[config.mk]
export PLATFORM = sky130hd
export DESIGN_NAME = battery_protection_monitor_core
export DESIGN_NICKNAME = d
export VERILOG_FILES = /design/src/rtl/bpm_pkg.sv /design/src/rtl/bpm_leak.sv /design/src/rtl/battery_protection_monitor_core.sv
export SDC_FILE = /design/constraint.sdc
export NUM_CORES = 2
export LEC_CHECK = 0
export BUFFER_PORTS_ARGS = -buffer_cell sky130_fd_sc_hd__buf_4
export CORE_UTILIZATION = 40
export CTS_CLUSTER_DIAMETER = 100
export CTS_CLUSTER_SIZE = 30
export DETAILED_ROUTE_END_ITERATION = 12
export PLACE_DENSITY = 0.64
export SYNTH_ARGS = -nofsm -noshare
export SYNTH_HDL_FRONTEND = slang
export SYNTH_SLANG_ARGS = --single-unit
[constraint.sdc]
create_clock -name clk -period 19.44 [get_ports clk]
set_clock_uncertainty 0.05 [all_clocks]
set_input_delay 3.888 -clock clk [delete_from_list [all_inputs] [get_ports clk]]
set_output_delay 3.888 -clock clk [all_outputs]
set_load 0.03 [all_outputs]
[src/rtl/bpm_pkg.sv]
// ----------------------------------------------------------------------------
// bpm_pkg
// Types and constants shared by the battery protection monitor.
// ----------------------------------------------------------------------------
package bpm_pkg;

  localparam int unsigned FILT_W     = 23;
  localparam int unsigned SAMPLE_W   = 16;
  localparam int unsigned CNT_W      = 16;
  localparam int unsigned CFG_IDX_W  = 3;
  localparam int unsigned CFG_DATA_W = 23;

  localparam logic [FILT_W-1:0] FILT_MAX = {FILT_W{1'b1}};
  localparam logic [CNT_W-1:0]  CNT_MAX  = {CNT_W{1'b1}};

  // nominal levels, scaled by the decay factor for the filter start points
  localparam int unsigned CURRENT_NOMINAL = 30000;
  localparam int unsigned VOLTAGE_NOMINAL = 10200;

  localparam logic [SAMPLE_W-1:0] START_VOLTAGE_RST = 16'd10200;
  localparam logic [CNT_W-1:0]    SETTLE_TICKS_RST  = 16'd100;
  localparam logic [CNT_W-1:0]    STARTUP_TICK_RST  = 16'd3000;

  // register indexes
  localparam logic [CFG_IDX_W-1:0] REG_CURRENT_TRIP = 3'd0;
  localparam logic [CFG_IDX_W-1:0] REG_VOLTAGE_TRIP = 3'd1;
  localparam logic [CFG_IDX_W-1:0] REG_START_VOLT   = 3'd2;
  localparam logic [CFG_IDX_W-1:0] REG_SETTLE_TICKS = 3'd3;
  localparam logic [CFG_IDX_W-1:0] REG_STARTUP_TICK = 3'd4;

  // fault codes
  localparam logic [1:0] FAULT_NONE  = 2'd0;
  localparam logic [1:0] FAULT_OVER  = 2'd1;
  localparam logic [1:0] FAULT_UNDER = 2'd2;

  typedef struct packed {
    logic [SAMPLE_W-1:0] volt_mv;
    logic [SAMPLE_W-1:0] curr_ma;
  } sample_t;

  typedef struct packed {
    logic [1:0]          fault_code;
    logic                shutdown;
    logic                board_enable_pulse;
    logic [FILT_W-1:0]   current_filtered;
    logic [FILT_W-1:0]   voltage_filtered;
    logic [SAMPLE_W-1:0] peak_current;
  } result_t;

endpackage

[src/rtl/bpm_leak.sv]
// ----------------------------------------------------------------------------
// bpm_leak
// Leaky integrator update: f - f/DECAY + sample, saturating at full scale.
// ----------------------------------------------------------------------------
module bpm_leak #(
  parameter int unsigned DECAY = 100
) (
  input  logic [bpm_pkg::FILT_W-1:0]   filt,
  input  logic [bpm_pkg::SAMPLE_W-1:0] sample,
  output logic [bpm_pkg::FILT_W-1:0]   filt_next
);

  // f/DECAY as a multiply by a rounded-up reciprocal; exact over 23-bit f
  localparam int unsigned SHIFT      = bpm_pkg::FILT_W + $clog2(DECAY);
  localparam logic [63:0] RECIP_WIDE =
    ((64'd1 << SHIFT) + 64'(DECAY) - 64'd1) / 64'(DECAY);
  localparam int unsigned RECIP_W    = bpm_pkg::FILT_W + 1;
  localparam int unsigned PROD_W     = bpm_pkg::FILT_W + RECIP_W;
  localparam logic [RECIP_W-1:0] RECIP = RECIP_WIDE[RECIP_W-1:0];

  logic [PROD_W-1:0]            prod;
  logic [bpm_pkg::FILT_W-1:0]   quot;
  logic [bpm_pkg::FILT_W-1:0]   kept;
  logic [bpm_pkg::FILT_W:0]     sum;

  always_comb begin
    prod = PROD_W'(filt) * PROD_W'(RECIP);
    quot = bpm_pkg::FILT_W'(prod >> SHIFT);
    kept = filt - quot;
    sum  = {1'b0, kept} + (bpm_pkg::FILT_W + 1)'(sample);
    filt_next = sum[bpm_pkg::FILT_W] ? bpm_pkg::FILT_MAX : sum[bpm_pkg::FILT_W-1:0];
  end

endmodule

[src/rtl/battery_protection_monitor_core.sv]
// ----------------------------------------------------------------------------
// battery_protection_monitor_core
// Per-tick current/voltage filtering with overcurrent and undervoltage trips.
// ----------------------------------------------------------------------------
// A result appears in the cycle after its sample is accepted.
// Throughput: one sample per cycle while a valid result is not stalled; the filter
//   update and fault checks are combinational between the sample port and the result register.
// Reset (rst, synchronous): registers to defaults, filters to nominal x DECAY,
//   counters and fault state cleared, result register empty.
module battery_protection_monitor_core #(
  parameter int unsigned DECAY = 100
) (
  input  logic                            clk,
  input  logic                            rst,
  input  logic                            sample_valid,
  output logic                            sample_stall,
  input  bpm_pkg::sample_t                sample,
  output logic                            result_valid,
  input  logic                            result_stall,
  output bpm_pkg::result_t                result,
  input  logic                            cfg_valid,
  output logic                            cfg_ready,
  input  logic [bpm_pkg::CFG_IDX_W-1:0]   cfg_index,
  input  logic [bpm_pkg::CFG_DATA_W-1:0]  cfg_data
);

  localparam logic [63:0] CUR_SCALED  = 64'(bpm_pkg::CURRENT_NOMINAL) * 64'(DECAY);
  localparam logic [63:0] VOLT_SCALED = 64'(bpm_pkg::VOLTAGE_NOMINAL) * 64'(DECAY);
  localparam logic [bpm_pkg::FILT_W-1:0] CUR_RST =
    (CUR_SCALED > 64'(bpm_pkg::FILT_MAX)) ? bpm_pkg::FILT_MAX
                                          : CUR_SCALED[bpm_pkg::FILT_W-1:0];
  localparam logic [bpm_pkg::FILT_W-1:0] VOLT_RST =
    (VOLT_SCALED > 64'(bpm_pkg::FILT_MAX)) ? bpm_pkg::FILT_MAX
                                           : VOLT_SCALED[bpm_pkg::FILT_W-1:0];

  // configuration
  logic [bpm_pkg::FILT_W-1:0]   current_trip_level;
  logic [bpm_pkg::FILT_W-1:0]   voltage_trip_level;
  logic [bpm_pkg::SAMPLE_W-1:0] start_voltage_min;
  logic [bpm_pkg::CNT_W-1:0]    settle_ticks;
  logic [bpm_pkg::CNT_W-1:0]    startup_tick;

  // state
  logic [bpm_pkg::FILT_W-1:0]   current_filter;
  logic [bpm_pkg::FILT_W-1:0]   voltage_filter;
  logic [bpm_pkg::CNT_W-1:0]    tick_count;
  logic [bpm_pkg::SAMPLE_W-1:0] peak_seen;
  logic [1:0]                   fault_state;
  logic                         started;

  logic [bpm_pkg::FILT_W-1:0]   current_filter_next;
  logic [bpm_pkg::FILT_W-1:0]   voltage_filter_next;
  logic [bpm_pkg::CNT_W-1:0]    tick_count_next;
  logic [bpm_pkg::SAMPLE_W-1:0] peak_seen_next;
  logic [1:0]                   fault_state_next;
  logic                         started_next;
  logic                         pulse;

  logic [bpm_pkg::FILT_W-1:0]   cur_leak;
  logic [bpm_pkg::FILT_W-1:0]   volt_leak;
  logic                         accept;

  assign cfg_ready    = 1'b1;
  assign sample_stall = result_valid & result_stall;
  assign accept       = sample_valid & ~sample_stall;

  bpm_leak #(.DECAY(DECAY)) u_cur_leak (
    .filt      (current_filter),
    .sample    (sample.curr_ma),
    .filt_next (cur_leak)
  );

  bpm_leak #(.DECAY(DECAY)) u_volt_leak (
    .filt      (voltage_filter),
    .sample    (sample.volt_mv),
    .filt_next (volt_leak)
  );

  always_comb begin
    current_filter_next = current_filter;
    voltage_filter_next = voltage_filter;
    tick_count_next     = tick_count;
    peak_seen_next      = peak_seen;
    fault_state_next    = fault_state;
    started_next        = started;
    pulse               = 1'b0;
    if (fault_state != bpm_pkg::FAULT_UNDER) begin
      if (fault_state == bpm_pkg::FAULT_NONE && !started && tick_count == startup_tick &&
          sample.volt_mv > start_voltage_min) begin
        pulse        = 1'b1;
        started_next = 1'b1;
      end
      if (fault_state == bpm_pkg::FAULT_NONE) begin
        current_filter_next = cur_leak;
        if (sample.curr_ma > peak_seen) begin
          peak_seen_next = sample.curr_ma;
        end
        if (cur_leak > current_trip_level) begin
          fault_state_next = bpm_pkg::FAULT_OVER;
        end
      end
      voltage_filter_next = volt_leak;
      if (tick_count > settle_ticks && volt_leak < voltage_trip_level) begin
        fault_state_next = bpm_pkg::FAULT_UNDER;
      end
      if (fault_state_next == bpm_pkg::FAULT_NONE && tick_count != bpm_pkg::CNT_MAX) begin
        tick_count_next = tick_count + 1'b1;
      end
    end
  end

  always_ff @(posedge clk) begin
    if (rst) begin
      current_trip_level <= CUR_RST;
      voltage_trip_level <= VOLT_RST;
      start_voltage_min  <= bpm_pkg::START_VOLTAGE_RST;
      settle_ticks       <= bpm_pkg::SETTLE_TICKS_RST;
      startup_tick       <= bpm_pkg::STARTUP_TICK_RST;
    end else if (cfg_valid && cfg_ready) begin
      case (cfg_index)
        bpm_pkg::REG_CURRENT_TRIP: current_trip_level <= cfg_data;
        bpm_pkg::REG_VOLTAGE_TRIP: voltage_trip_level <= cfg_data;
        bpm_pkg::REG_START_VOLT:   start_voltage_min  <= cfg_data[bpm_pkg::SAMPLE_W-1:0];
        bpm_pkg::REG_SETTLE_TICKS: settle_ticks       <= cfg_data[bpm_pkg::CNT_W-1:0];
        bpm_pkg::REG_STARTUP_TICK: startup_tick       <= cfg_data[bpm_pkg::CNT_W-1:0];
        default: ;
      endcase
    end
  end

  always_ff @(posedge clk) begin
    if (rst) begin
      current_filter <= CUR_RST;
      voltage_filter <= VOLT_RST;
      tick_count     <= '0;
      peak_seen      <= '0;
      fault_state    <= bpm_pkg::FAULT_NONE;
      started        <= 1'b0;
      result_valid   <= 1'b0;
    end else begin
      if (accept) begin
        current_filter <= current_filter_next;
        voltage_filter <= voltage_filter_next;
        tick_count     <= tick_count_next;
        peak_seen      <= peak_seen_next;
        fault_state    <= fault_state_next;
        started        <= started_next;
        result_valid   <= 1'b1;
      end else if (!result_stall) begin
        result_valid   <= 1'b0;
      end
    end
  end

  // result payload, no reset needed
  always_ff @(posedge clk) begin
    if (accept) begin
      result.fault_code         <= fault_state_next;
      result.shutdown           <= (fault_state_next != bpm_pkg::FAULT_NONE);
      result.board_enable_pulse <= pulse;
      result.current_filtered   <= current_filter_next;
      result.voltage_filtered   <= voltage_filter_next;
      result.peak_current       <= peak_seen_next;
    end
  end

  // undervoltage is terminal until reset
  a_under_terminal: assert property (@(posedge clk) disable iff (rst)
    fault_state == bpm_pkg::FAULT_UNDER |=> fault_state == bpm_pkg::FAULT_UNDER)
    else $error("undervoltage fault cleared without reset");

  // tick counter never goes backwards
  a_tick_monotonic: assert property (@(posedge clk) disable iff (rst)
    1'b1 |=> tick_count >= $past(tick_count))
    else $error("tick counter decreased");

  // an enable pulse in the result means the one-shot flag is now set
  a_pulse_once: assert property (@(posedge clk) disable iff (rst)
    result_valid && result.board_enable_pulse |-> started)
    else $error("enable pulse without started flag");

  // shutdown flag tracks the fault code
  a_shutdown_code: assert property (@(posedge clk) disable iff (rst)
    result_valid |-> result.shutdown == (result.fault_code != bpm_pkg::FAULT_NONE))
    else $error("shutdown disagrees with fault code");

endmodule
==> reports/summary.txt <==
Placeable Area: 82370 sq um
Yosys top cell by area: ha_1
Commonest cells in the netlist: 789 x inv_1, 648 x ha_1, 394 x fa_1
Synth Flop Type: dfxtp_1
RSZ-0062 raised after global routing: no
Hold-fix buffers, CTS: 0
Chip width: 290.9 microns
Synthesized cell area: 33390 sq um
Final nets: 4798
Root buf cell: clkbuf_16
Worst min path class: register to register
Initial Utilization: 40.53%
Yosys reg bits: 242
Post_cts resized: 0
Buffers on Ports: 130
EDFF count, synth: 66
Die Ht: 290.9 microns
Final setup vio count: 0
Post-DP Area: 35480 sq um
Final setup TNS: 0 ns
Worst-margin pin slew: 1.103 ns
Delay-heaviest family, CP: compound AO/OA/AOI/OAI gates
Synth unique cells: 81
Status: finished clean
Maximum root-to-sink buffer count: 3
Slew Limit Fails: 0
Routed wl met2: 41.32 mm
First-pass DRT Iterations: 8
Synth top area share: 24.28%
Register area share after synthesis: 16.49%
Most numerous cell on the critical path: fa_1
Yosys Warn Count: 0
CP Class: register to register
Total Routing Usage GR: 21.47%
Finished Core Util: 43.77%
Largest net degree at the start of global routing: 115
Post-Route WL: 89.82 mm
Final worst-path cycle share: 71.11%
Met3 routed WL: 5.315 mm
Initial antenna violation count: 1
Syn Nets: 4718
Area grow syn2layout: 7.978%
Top sig layer: met5
R2r setup slk: 5.62 ns
WL met1: 41.11 mm
IO Pins: 132
Startpoint Class: register
Post-CTS setup buffers: 0
Clock slew at reported path FFs: 0.11 ns
Drt drc: 0
WP data arrival: 14.21 ns
Final Hold Fails: 0
Vias in the first global route: 24970
Antenna fix cells: 0
First-pass GRT wire length: 142.0 mm
Layout cell share with drive strength beyond 1: 5.698%
Hpwl dp: 75.61 mm
Antenna Violating Nets Remaining: 0
Min cycle time layout: 13.82 ns
Largest stage delay, worst path: 0.74 ns
Placer Congestion: 0.9527
Area contributors post-synth: ha_1 24%, fa_1 24%, dfxtp_1 11%
DR iter-0 viols: 1350
Final instance area: 36050 sq um
Fmax: 0.07234 GHz
Gate Count Post-Synth: 3613
WP buf/inv: 5
Drt wl/cell: 18.82 microns
Vias: 24500
Critical path fanouts, max: 20
Std-Cell Rows: 105
Synth async-reset ratio: 0%
CP Capture Type: register
DIE AREA: 84630 sq um
CP max stage cell: dfxtp_1
Synthesized area per cell: 9.241 sq um
H-Tree Depth: 1
Clk_lat worst skew: 0.57 ns
Slew HR: 26.18%
Vias per cell: 5.132
Most frequent cell after synthesis: inv_1
Worst EP required: 19.83 ns
Sink Count: 242
CTS tree: yes
# Max-Cap Violations: 0
Gr ovfl total: 0
Num CTS Buffers: 17
cell usage in the layout (no fill, tap or decap), types with 33 or more instances in the layout:
| cell | netlist | routed |
|---|---|---|
| nor3_1 | 41 | 40 |
| a21oi_1 | 194 | 194 |
| xor2_1 | 40 | 40 |
| buf_4 | 4 | 142 |
| nand4_1 | 34 | 34 |
| a211oi_1 | 51 | 51 |
| ha_1 | 648 | 648 |
| a21o_1 | 67 | 67 |
| o21ai_0 | 97 | 97 |
| xnor2_1 | 85 | 85 |
| fa_1 | 394 | 394 |
| nor2_1 | 203 | 203 |
| o21a_1 | 33 | 33 |
| nand2_1 | 249 | 249 |
| dfxtp_1 | 176 | 176 |
| inv_1 | 789 | 789 |
| nand3_1 | 39 | 39 |
| edfxtp_1 | 66 | 66 |
through the flow:
step | instances | hold WS, ns | worst slack [ns]
after global routing | 4773 | 0.4252 | 4.773
final | 4773 | 0.4079 | 5.616
after CTS | 4773 | 0.4101 | 5.732
after detailed placement | 4744 | 0.3927 | 5.750
after global placement | 4744 | 0.3869 | 5.900
after floorplan | 3613 | 0.3757 | 7.604
cell families after synthesis:
family	count (synthesis)	share of synthesized area (%)
adder cells (fa/ha/maj)	1042	47.91
buffers and inverters	871	9.904
AND/OR/NAND/NOR	723	10.21
AO/OA/AOI/OAI	583	11.40
flip-flops	242	16.49
XOR/XNOR	125	3.279
multiplexers	26	0.8019
other	1	0.01123
path summary, 6_finish.rpt:
kind                                              from                endpoint  cells after the start
worst max-delay path                current_filter[14]           tick_count[7]                     49
worst min-delay path            voltage_trip_level[13]  voltage_trip_level[13]                      2
worst min register to register  voltage_trip_level[13]  voltage_trip_level[13]                      2
worst max register to register      current_filter[14]           tick_count[7]                     49
layer usage:
metal / track usage, % / up-vias
li1: - / 12000
met1: 29.03 / 11850
met3: 3.833 / 101
met2: 35.69 / 548
met5: 0 / -
met4: 4.633 / 2
cell type report:
class / count / area (sq um)
Timing Repair Buffer: 143 / 1077
Multi-Input combinational cell: 2500 / 24590
Inverter: 789 / 2962
Sequential cell: 242 / 5505
Clock inverter: 10 / 145.1
Tap cell: 1070 / 1339
Fill cell: 7938 / 46320
Clock buffer: 19 / 432.9
worst reg2reg max path, delay by kind of cell (launching register included):
kind            cells  cell delay [ns]
buf+inv             5             0.51
simple gates        8             2.48
fa+ha+maj          11             4.50
compound gates     22             5.00
xor+xnor            3             0.45
flops               1             0.74
registers in the layout, summed over array words and instances, names as in the netlist, 23 cells and up:
name / count
result: 66
current_filter: 23
current_trip_level: 23
voltage_filter: 23
voltage_trip_level: 23
Power is not shown: default switching activity piles up to over one toggle a cycle in this logic, so the estimate is an artifact.
